--- src/hdl/assert_macros.svh ---
// ----------------------------------------------------------------------------
// Assertion macros
// Shorthand for clocked implication checks that are disabled during reset.
// ----------------------------------------------------------------------------
`ifndef ASSERT_MACROS_SVH
`define ASSERT_MACROS_SVH

// Same-cycle implication.
`define CCP_ASSERT_IMP(lbl, clk, rst_n, ante, cons, msg) \
  lbl: assert property (@(posedge clk) disable iff (!rst_n) (ante) |-> (cons)) \
    else $error(msg);

// Next-cycle implication.
`define CCP_ASSERT_NXT(lbl, clk, rst_n, ante, cons, msg) \
  lbl: assert property (@(posedge clk) disable iff (!rst_n) (ante) |=> (cons)) \
    else $error(msg);

`endif

--- src/hdl/ccp_pkg.sv ---
`timescale 1ns / 1ps
// ----------------------------------------------------------------------------
// ccp_pkg
// Types and constants shared by the circle canvas painter.
// ----------------------------------------------------------------------------
package ccp_pkg;

  localparam int CCP_MAX_SIDE = 256;

  localparam logic [7:0] KIND_OUTLINE = 8'h63;
  localparam logic [7:0] KIND_FILLED  = 8'h43;

  localparam logic [8:0] WIDTH_RESET  = 9'd1;
  localparam logic [8:0] HEIGHT_RESET = 9'd1;
  localparam logic [7:0] BG_RESET     = 8'd32;

  localparam logic [1:0] REG_WIDTH  = 2'd0;
  localparam logic [1:0] REG_HEIGHT = 2'd1;
  localparam logic [1:0] REG_BG     = 2'd2;

  typedef enum logic [1:0] {
    MODE_CLEAR = 2'd0,
    MODE_DRAW  = 2'd1,
    MODE_READ  = 2'd2,
    MODE_NONE  = 2'd3
  } ccp_mode_t;

  typedef enum logic [1:0] {
    ST_OK         = 2'd0,
    ST_BAD_KIND   = 2'd1,
    ST_BAD_RADIUS = 2'd2
  } ccp_status_t;

  typedef struct packed {
    logic [1:0]         mode;
    logic [7:0]         shape_kind;
    logic signed [19:0] center_x;
    logic signed [19:0] center_y;
    logic signed [19:0] radius;
    logic [7:0]         fill_char;
    logic [7:0]         pixel_x;
    logic [7:0]         pixel_y;
  } ccp_in_t;

  typedef struct packed {
    logic [1:0] status;
    logic [7:0] pixel_value;
  } ccp_out_t;

  // Command from the controller to the scan engine.
  typedef struct packed {
    logic               go;
    logic               clear;
    logic               outline;
    logic [7:0]         data;
    logic signed [19:0] cx;
    logic signed [19:0] cy;
    logic signed [19:0] rad;
  } ccp_cmd_t;

endpackage

--- src/hdl/ccp_scan_engine.sv ---
`timescale 1ns / 1ps
// ----------------------------------------------------------------------------
// ccp_scan_engine
// Walks every pixel in use and writes the covered ones through a
// two-stage distance pipeline.
// ----------------------------------------------------------------------------
`include "assert_macros.svh"
module ccp_scan_engine #(
  parameter int  MAX_SIDE = ccp_pkg::CCP_MAX_SIDE,
  localparam int CW  = (MAX_SIDE > 1) ? $clog2(MAX_SIDE) : 1,
  localparam int SW  = $clog2(MAX_SIDE + 1),
  localparam int AW  = (MAX_SIDE > 1) ? $clog2(MAX_SIDE * MAX_SIDE) : 1
) (
  input  logic             clk,
  input  logic             rst_n,
  input  ccp_pkg::ccp_cmd_t cmd,
  input  logic [SW-1:0]    width_use,
  input  logic [SW-1:0]    height_use,
  output logic             done_r,
  output logic             wr_en,
  output logic [AW-1:0]    wr_addr,
  output logic [7:0]       wr_data
);
  import ccp_pkg::*;

  // Signed offset of a pixel from the center, and its square.
  localparam int DW  = $clog2((MAX_SIDE - 1) * 256 + 524289) + 1;
  localparam int SQW = 2 * DW;

  typedef enum logic [1:0] {S_IDLE, S_SETUP, S_SCAN, S_DRAIN} state_t;

  state_t                state_r;
  logic [CW-1:0]         x_r, y_r;
  logic [AW-1:0]         row_base_r;
  logic [SW-1:0]         w_r, h_r;
  logic                  clear_r, outline_r, inner_ok_r;
  logic [7:0]            data_r;
  logic signed [19:0]    cx_r, cy_r, rad_r;
  logic [SQW-1:0]        outer_r, inner_r;
  logic signed [20:0]    inner_rad;

  logic                  a_valid_r, b_valid_r;
  logic signed [DW-1:0]  a_dx_r, a_dy_r;
  logic [AW-1:0]         a_addr_r, b_addr_r;
  logic [SQW-1:0]        b_dx2_r, b_dy2_r;
  logic [SQW:0]          d2;
  logic                  hit;

  assign inner_rad = {rad_r[19], rad_r} - 21'sd256;

  always_ff @(posedge clk) begin
    if (!rst_n) begin
      state_r <= S_IDLE;
      done_r  <= 1'b0;
    end else begin
      done_r <= 1'b0;
      unique case (state_r)
        S_IDLE: begin
          if (cmd.go) begin
            clear_r    <= cmd.clear;
            outline_r  <= cmd.outline;
            data_r     <= cmd.data;
            cx_r       <= cmd.cx;
            cy_r       <= cmd.cy;
            rad_r      <= cmd.rad;
            w_r        <= width_use;
            h_r        <= height_use;
            x_r        <= '0;
            y_r        <= '0;
            row_base_r <= '0;
            state_r    <= S_SETUP;
          end
        end
        S_SETUP: begin
          outer_r    <= rad_r * rad_r;
          inner_r    <= inner_rad * inner_rad;
          inner_ok_r <= !inner_rad[20];
          // An empty canvas has nothing to visit.
          if (w_r == '0 || h_r == '0) begin
            state_r <= S_DRAIN;
          end else begin
            state_r <= S_SCAN;
          end
        end
        S_SCAN: begin
          if (SW'(x_r) + SW'(1) == w_r) begin
            x_r <= '0;
            if (SW'(y_r) + SW'(1) == h_r) begin
              state_r <= S_DRAIN;
            end else begin
              y_r        <= y_r + CW'(1);
              row_base_r <= row_base_r + AW'(MAX_SIDE);
            end
          end else begin
            x_r <= x_r + CW'(1);
          end
        end
        S_DRAIN: begin
          if (!a_valid_r && !b_valid_r) begin
            done_r  <= 1'b1;
            state_r <= S_IDLE;
          end
        end
        default: state_r <= S_IDLE;
      endcase
    end
  end

  // Distance pipeline: offsets, then squares, then compare at the write.
  always_ff @(posedge clk) begin
    if (!rst_n) begin
      a_valid_r <= 1'b0;
      b_valid_r <= 1'b0;
    end else begin
      a_valid_r <= (state_r == S_SCAN);
      b_valid_r <= a_valid_r;
    end
    a_dx_r   <= $signed({1'b0, x_r, 8'h00}) - cx_r;
    a_dy_r   <= $signed({1'b0, y_r, 8'h00}) - cy_r;
    a_addr_r <= row_base_r + AW'(x_r);
    b_dx2_r  <= a_dx_r * a_dx_r;
    b_dy2_r  <= a_dy_r * a_dy_r;
    b_addr_r <= a_addr_r;
  end

  assign d2  = {1'b0, b_dx2_r} + {1'b0, b_dy2_r};
  assign hit = clear_r ||
               (d2 <= {1'b0, outer_r} &&
                !(outline_r && inner_ok_r && d2 <= {1'b0, inner_r}));

  assign wr_en   = b_valid_r && hit;
  assign wr_addr = b_addr_r;
  assign wr_data = data_r;

  `CCP_ASSERT_IMP(a_wr_during_scan, clk, rst_n, wr_en, (state_r == S_SCAN || state_r == S_DRAIN), "canvas write outside a scan")
  `CCP_ASSERT_IMP(a_done_drained, clk, rst_n, done_r, (!a_valid_r && !b_valid_r && state_r == S_IDLE), "done raised with pixels in flight")

endmodule

--- config.mk ---
export PLATFORM = sky130hd
export DESIGN_NAME = ccp_scan_engine
export DESIGN_NICKNAME = d
export VERILOG_FILES = /design/src/hdl/ccp_pkg.sv /design/src/hdl/ccp_scan_engine.sv
export VERILOG_INCLUDE_DIRS = /design/src /design/src/hdl
export SDC_FILE = /design/constraint.sdc
export NUM_CORES = 2
export LEC_CHECK = 0
export BUFFER_PORTS_ARGS = -buffer_cell sky130_fd_sc_hd__buf_2
export CAP_MARGIN = 40
export CELL_PAD_IN_SITES_DETAIL_PLACEMENT = 1
export CELL_PAD_IN_SITES_GLOBAL_PLACEMENT = 1
export CORE_MARGIN = 5
export CORE_UTILIZATION = 50
export CTS_BUF_LIST = sky130_fd_sc_hd__clkbuf_4 sky130_fd_sc_hd__clkbuf_8 sky130_fd_sc_hd__clkbuf_16
export DETAILED_ROUTE_END_ITERATION = 6
export GPL_ROUTABILITY_DRIVEN = 0
export PLACE_DENSITY_LB_ADDON = 0.1
export SYNTH_ARGS = -nofsm -noshare
export SYNTH_HDL_FRONTEND = slang
export SYNTH_SLANG_ARGS = --single-unit
--- constraint.sdc ---
create_clock -name clk -period 20 [get_ports clk]
set_input_delay 4 -clock clk [delete_from_list [all_inputs] [get_ports clk]]
set_output_delay 4 -clock clk [all_outputs]
set_load 0.02 [all_outputs]
* After elaboration in Yosys (flattened, before gate mapping)
Cells that the tools add are included.
Storage, ports and cells: bits in registers 368, input bits 91, word-level logic and storage cells 88
Cells by class: $add $sub $neg 10, $mul 4, $lt $le $gt $ge 2, equality and inequality tests 10, mux-type cells 17, reductions and logical operators 21
Operators with widths (count):
- 21-bit by 21-bit multiplier with 42-bit output | 3
- 43-bit by 42-bit <= comparator with 1-bit output | 2
- 16-bit two-way mux | 3
- 42-bit by 42-bit adder with 43-bit output | 1
- 17-bit by 20-bit subtractor with 21-bit output | 2
- 20-bit by 20-bit multiplier with 40-bit output | 1
- 8-bit two-way mux | 4
- 16-bit one-hot mux with 2 select lines | 1
- 8-bit one-hot mux with 2 select lines | 2
- 20-bit by 10-bit subtractor with 21-bit output (second input constant) | 1
- 8-bit by 1-bit adder with 9-bit output (second input constant) | 2
- 9-bit == test | 2
- 9-bit zero test | 2
- 16-bit by 8-bit adder with 16-bit output | 1
- 16-bit by 9-bit adder with 16-bit output (second input constant) | 1
- 8-bit by 1-bit adder with 8-bit output (second input constant) | 2
- 2-bit != test (second input constant) | 5
- 2-bit two-way mux | 4
- 2-bit one-hot mux with 4 select lines | 1
- 3-bit AND reduction | 2
- 1-bit logical AND | 5
- 5-bit AND reduction | 1
- 2-bit == test (second input constant) | 2
- 1-bit zero test | 4
- other kinds (7) | 10

* Longest topological paths before layout
depth after elaboration 7, mapped depth 33, mapped depth without buffers 30

* Least setup slack after synthesis
No wires, ideal clock.
path type flip-flop to flip-flop, from reg rad_r[8], to reg inner_r[41], data pin, setup time 271 ps, data arrival time 8489 ps, required time 19729 ps, path slack 11240 ps, stages on the path, launching flop included 34, period minus slack after synthesis 8760 ps, cell sequence edfxtp_1 -> clkbuf_1 -> clkinv_1 -> clkbuf_1 -> ha_1 -> nand3_1 -> xor2_1 -> inv_1 -> buf_1 -> nand2_1 -> inv_1 -> fa_1 -> fa_1 -> inv_1 -> fa_1 -> inv_1 -> fa_1 -> fa_1 -> fa_1 -> inv_1 -> fa_1 -> inv_1 -> ha_1 -> buf_2 -> nand4_2 -> o22ai_1 -> a211oi_1 -> o21a_4 -> a31oi_4 -> a311o_2 -> a41o_1 -> o31a_1 -> nor4_1 -> a311oi_1
Between the ends: cells in the longest elaborated chain, start to end 2
RTL lines:
- start: declaration | RTL line ccp_scan_engine.sv:38 | logic signed [19:0] cx_r, cy_r, rad_r;
- start signal: assignment | RTL line ccp_scan_engine.sv:65 | rad_r <= cmd.rad;
- 20-bit by 10-bit subtractor with 21-bit output | RTL line ccp_scan_engine.sv:49 | assign inner_rad = {rad_r[19], rad_r} - 21'sd256;
- 21-bit by 21-bit multiplier with 42-bit output | RTL line ccp_scan_engine.sv:76 | inner_r <= inner_rad * inner_rad;
- end signal: assignment | RTL line ccp_scan_engine.sv:76
- end: declaration | RTL line ccp_scan_engine.sv:39 | logic [SQW-1:0] outer_r, inner_r;
Every way passes these cells. A chain may end at the register's enable or synchronous reset.

* Worst setup path in the final report
from reg b_dx2_r[3], to out wr_en
Between the ends: cells in the longest elaborated chain, start to end 7
RTL lines:
- start: declaration | RTL line ccp_scan_engine.sv:45 | logic [SQW-1:0] b_dx2_r, b_dy2_r;
- start signal: assignment | RTL line ccp_scan_engine.sv:121 | b_dx2_r <= a_dx_r * a_dx_r;
- 42-bit by 42-bit adder with 43-bit output * | RTL line ccp_scan_engine.sv:126 | assign d2 = {1'b0, b_dx2_r} + {1'b0, b_dy2_r};
- 43-bit by 42-bit <= comparator with 1-bit output | RTL line ccp_scan_engine.sv:129 | !(outline_r && inner_ok_r && d2 <= {1'b0, inner_r}));
- 1-bit logical AND | RTL line ccp_scan_engine.sv:129
- 1-bit zero test | RTL line ccp_scan_engine.sv:129
- 1-bit logical AND * | RTL line ccp_scan_engine.sv:128 | (d2 <= {1'b0, outer_r} &&
- 1-bit logical OR * | RTL line ccp_scan_engine.sv:127 | assign hit = clear_r ||
- 1-bit logical AND * | RTL line ccp_scan_engine.sv:131 | assign wr_en = b_valid_r && hit;
- end: declaration | RTL line ccp_scan_engine.sv:20 | output logic wr_en,
Mark *: on every way between the ends. The rest lies on a longest branch, timed or not.

==> metrics.txt <==
# TYPE chip_impl_metric gauge
chip_impl_info{name="status",value="finished clean"} 1
chip_impl_metric{name="die_area",unit="um2"} 150600
chip_impl_info{name="cp-end-kind",value="primary output"} 1
chip_impl_info{name="critical_path.startpoint_type",value="flop"} 1
chip_impl_metric{name="drcViolationCount",unit=""} 0
chip_impl_info{name="dominant_combinational_cell_family_by_area_after_synthesis",value="adder cells"} 1
chip_impl_metric{name="post_route_cells_drive_above_1_share",unit=""} 0.04624
chip_impl_metric{name="critical_path.max_fanout",unit=""} 4
chip_impl_metric{name="mappedNetlistArea",unit="um2"} 71490
chip_impl_info{name="final_common_cell",value="sky130_fd_sc_hd__inv_1"} 1
chip_impl_metric{name="critPathRequiredTime",unit="ns"} 16.00
chip_impl_metric{name="ys_warn_count",unit=""} 0
chip_impl_metric{name="post_synth_and_or_nand_nor_area_fraction",unit=""} 0.09698
chip_impl_metric{name="cts-hold-fix-buffers",unit=""} 0
chip_impl_metric{name="post_synthesis_async_set_or_reset_flop_share",unit=""} 0
chip_impl_metric{name="clkSinkCount",unit=""} 352
chip_impl_metric{name="die_height",unit="um"} 388.1
chip_impl_metric{name="synth.mux.area_fraction",unit=""} 0.001610
chip_impl_metric{name="syn-instance-count",unit=""} 7123
chip_impl_metric{name="via_count_of_the_first_global_routing_pass",unit=""} 56551
chip_impl_metric{name="drt_first_pass_iters",unit=""} 5
chip_impl_metric{name="initial_core_util",unit=""} 0.5043
chip_impl_metric{name="detail_route.wirelength",unit="um"} 195300
chip_impl_metric{name="std_cell_core_area",unit="um2"} 141800
chip_impl_metric{name="post_synthesis_xor_xnor_area_fraction",unit=""} 0.03957
chip_impl_metric{name="synth_area_per_cell",unit="um2"} 10.04
chip_impl_metric{name="num-fill-cells",unit=""} 15748
chip_impl_metric{name="io_pins",unit=""} 117
chip_impl_metric{name="cap_violations",unit=""} 0
chip_impl_info{name="setup_repair_after_global_routing_missed_its_margin",value="no"} 1
chip_impl_metric{name="initial_antenna_violation_count",unit=""} 3
chip_impl_metric{name="max_slew_margin",unit=""} 0.3823
chip_impl_metric{name="layout.nets",unit=""} 9560
chip_impl_metric{name="synth_seq_cells",unit=""} 352
chip_impl_metric{name="clock.fmax",unit="GHz"} 0.09777
chip_impl_metric{name="grt_pass1_wl",unit="um"} 312600
chip_impl_metric{name="drt_iter0_markers",unit=""} 2209
chip_impl_metric{name="clock-skew-final",unit="ns"} 0.03172
chip_impl_metric{name="flop2flop_setup_slack",unit="ns"} 10.08
chip_impl_metric{name="grt_overflow",unit=""} 0
chip_impl_metric{name="gr-usage-all-layers",unit=""} 0.2664
chip_impl_metric{name="tightest_slew",unit="ns"} 0.9032
chip_impl_info{name="layout_common_cells",value="sky130_fd_sc_hd__inv_1, sky130_fd_sc_hd__fa_1, sky130_fd_sc_hd__ha_1"} 1
chip_impl_metric{name="post-route-period-util",unit=""} 0.5114
chip_impl_metric{name="library_cells_used_by_synthesis",unit=""} 83
chip_impl_info{name="clk_root_buffer_cell",value="sky130_fd_sc_hd__clkbuf_16"} 1
chip_impl_metric{name="synth_compound_area_frac",unit=""} 0.05783
chip_impl_metric{name="grt_start_max_net_pins",unit=""} 42
chip_impl_metric{name="cts_inserted_buffers",unit=""} 45
chip_impl_metric{name="vias_per_cell",unit=""} 5.283
chip_impl_metric{name="adder_cell_share_of_the_synthesized_area",unit=""} 0.5678
chip_impl_metric{name="final.min_clock_period",unit="ns"} 10.23
chip_impl_metric{name="timing_hold_violations_final",unit=""} 0
chip_impl_metric{name="fin_tns_setup",unit="ns"} 0
chip_impl_metric{name="portBuffers",unit=""} 116
chip_impl_metric{name="clk_transition_reported_paths",unit="ns"} 0.06
chip_impl_metric{name="cell_area_reported_after_detailed_placement",unit="um2"} 74610
chip_impl_metric{name="seq_area_frac_synth",unit=""} 0.1253
chip_impl_metric{name="buffer_count_from_post_cts_setup_fixing",unit=""} 0
chip_impl_metric{name="finalSetupViolCount",unit=""} 0
chip_impl_metric{name="cts.htree.levels",unit=""} 2
chip_impl_metric{name="synth_enable_flop_cells",unit=""} 191
chip_impl_metric{name="hpwl_dp",unit="um"} 164900
chip_impl_metric{name="synthesis.nets",unit=""} 9475
chip_impl_info{name="synth_ff_type",value="sky130_fd_sc_hd__edfxtp_1"} 1
chip_impl_metric{name="post_detailed_route_count_of_antenna_violating_nets",unit=""} 0
chip_impl_metric{name="clock_latency",unit="ns"} 0.65
chip_impl_metric{name="rows",unit=""} 138
chip_impl_info{name="worst-setup-path-type",value="reg -> out"} 1
chip_impl_metric{name="critPathArrivalTime",unit="ns"} 6.23
chip_impl_metric{name="routed-via-count",unit=""} 48265
chip_impl_metric{name="drt-wirelength-per-cell",unit="um"} 21.38
chip_impl_metric{name="post_cts_resize_count",unit=""} 0
chip_impl_metric{name="area_delta_synth_final",unit="%"} 6.597
chip_impl_metric{name="die_w",unit="um"} 388.1
chip_impl_metric{name="clock_path_buffers",unit=""} 3
chip_impl_info{name="worstHoldPathType",value="reg -> reg"} 1
chip_impl_metric{name="timing_max_transition_violations_final",unit=""} 0
chip_impl_metric{name="stdcell_area",unit="um2"} 76200
chip_impl_info{name="clock_tree_from_tritoncts",value="done"} 1
-- worst max-delay path, stage by stage (launching register included) --
cell and delay, ns:
sky130_fd_sc_hd__dfxtp_1 0.33, sky130_fd_sc_hd__ha_1 0.29, sky130_fd_sc_hd__a21o_1 0.15, sky130_fd_sc_hd__a21oi_1 0.29
sky130_fd_sc_hd__o21ai_0 0.17, sky130_fd_sc_hd__nand4_1 0.14, sky130_fd_sc_hd__a21boi_0 0.19, sky130_fd_sc_hd__o31ai_1 0.77
sky130_fd_sc_hd__o211ai_1 0.35, sky130_fd_sc_hd__o21a_1 0.23, sky130_fd_sc_hd__a21boi_0 0.26, sky130_fd_sc_hd__xnor2_1 0.17
sky130_fd_sc_hd__ha_1 0.35, sky130_fd_sc_hd__nand4_1 0.11, sky130_fd_sc_hd__nor4_1 0.42, sky130_fd_sc_hd__nand4_1 0.20
sky130_fd_sc_hd__o32ai_1 0.31, sky130_fd_sc_hd__nand3_1 0.11, sky130_fd_sc_hd__nand2_1 0.07, sky130_fd_sc_hd__a21oi_1 0.04
sky130_fd_sc_hd__a32o_1 0.38, sky130_fd_sc_hd__buf_2 0.21
-- routing by layer --
| metal | up-vias | track usage | wire length [um] |
|---|---|---|---|
| met4 | 0 | 0.08537 | 7282 |
| met2 | 970 | 0.4702 | 99320 |
| li1 | 21522 | - | - |
| met3 | 317 | 0.03744 | 8420 |
| met1 | 25456 | 0.3400 | 80270 |
| met5 | - | 0 | 0 |
-- synthesized netlist by cell type, drive strengths merged, types with 9 or more instances --
library cell / number / share of area
nor4: 15 / 0.0014
a21oi: 186 / 0.013
ha: 623 / 0.11
o21a: 35 / 0.0038
a2111oi: 9 / 0.0011
fa: 1638 / 0.46
a211o: 9 / 0.0011
buf: 11 / 0.00061
o21ai: 92 / 0.0064
a31oi: 17 / 0.0017
a221oi: 12 / 0.0015
nand4: 40 / 0.0036
clkbuf: 151 / 0.0079
and3: 27 / 0.0024
a211oi: 18 / 0.0021
nor2: 277 / 0.015
clkinv: 10 / 0.00053
or2: 10 / 0.00088
a21o: 122 / 0.013
a31o: 9 / 0.0011
inv: 1940 / 0.10
nand2b: 41 / 0.0036
nand2: 534 / 0.028
nor3: 52 / 0.0036
o21bai: 31 / 0.0033
nor2b: 52 / 0.0046
xor2: 114 / 0.014
and2: 297 / 0.026
or3: 10 / 0.00088
dfxtp: 161 / 0.045
nand3: 66 / 0.0046
xnor2: 209 / 0.026
edfxtp: 191 / 0.080
o211ai: 9 / 0.00095
-- path summary, 6_finish.rpt --
check / start / to / cells past startpoint
worst min-delay path: a_addr_r[14]$_DFF_P_ / wr_addr[14]$_DFF_P_ / 0
worst max-delay path: b_dx2_r[3]$_DFF_P_ / wr_en / 21
worst max register to register: rad_r[11]$_DFFE_PP_ / inner_r[41]$_DFFE_PP_ / 28
worst min register to register: a_addr_r[14]$_DFF_P_ / wr_addr[14]$_DFF_P_ / 0
-- cells by family (layout without fill, tap and decap cells) --
kind of cell,after synthesis,in the layout
xor gates and xnor gates,323,323
muxes,11,11
DFF,352,352
other,0,1
AOI/OAI and AO/OA,618,618
and+or+nand+nor,1446,1446
adders and majority gates,2261,2261
buffers and inverters,2112,2234
-- registers in the layout, summed over array words and instances, names as in the netlist, 9 cells and up --
signal / flops
a_dy_r: 21
b_dy2_r: 41
w_r: 9
cy_r: 20
wr_addr: 16
cx_r: 20
b_dx2_r: 41
inner_r: 39
a_dx_r: 21
h_r: 9
a_addr_r: 16
rad_r: 20
outer_r: 39
-- metrics by stage --
step,hold WS [ns],utilization,setup slack [ns],instances
floorplan,0.3096,-,11.24,7123
global placement,0.3105,0.5244,10.44,9031
detailed placement,0.3144,0.5263,10.13,9050
CTS,0.3179,0.5375,9.868,9134
global route,0.3261,0.5375,9.403,9135
finish,0.3092,0.5375,9.772,9136
-- cell type report --
cell class | count | area [um2] | area share
tap | 1890 | 2365 | 0.03103
clock inverter | 27 | 277.8 | 0.003645
timing repair buffer | 200 | 1345 | 0.01765
antenna | 1 | 2.502 | 0.00003284
inverter | 1950 | 7320 | 0.09605
sequential | 352 | 8959 | 0.1176
multi-input combinational | 4659 | 54630 | 0.7169
clock buffer | 57 | 1306 | 0.01714
Power is left out: the tool's default activity adds up to more than one toggle a clock period on the data nets, which glitch-free logic cannot reach.
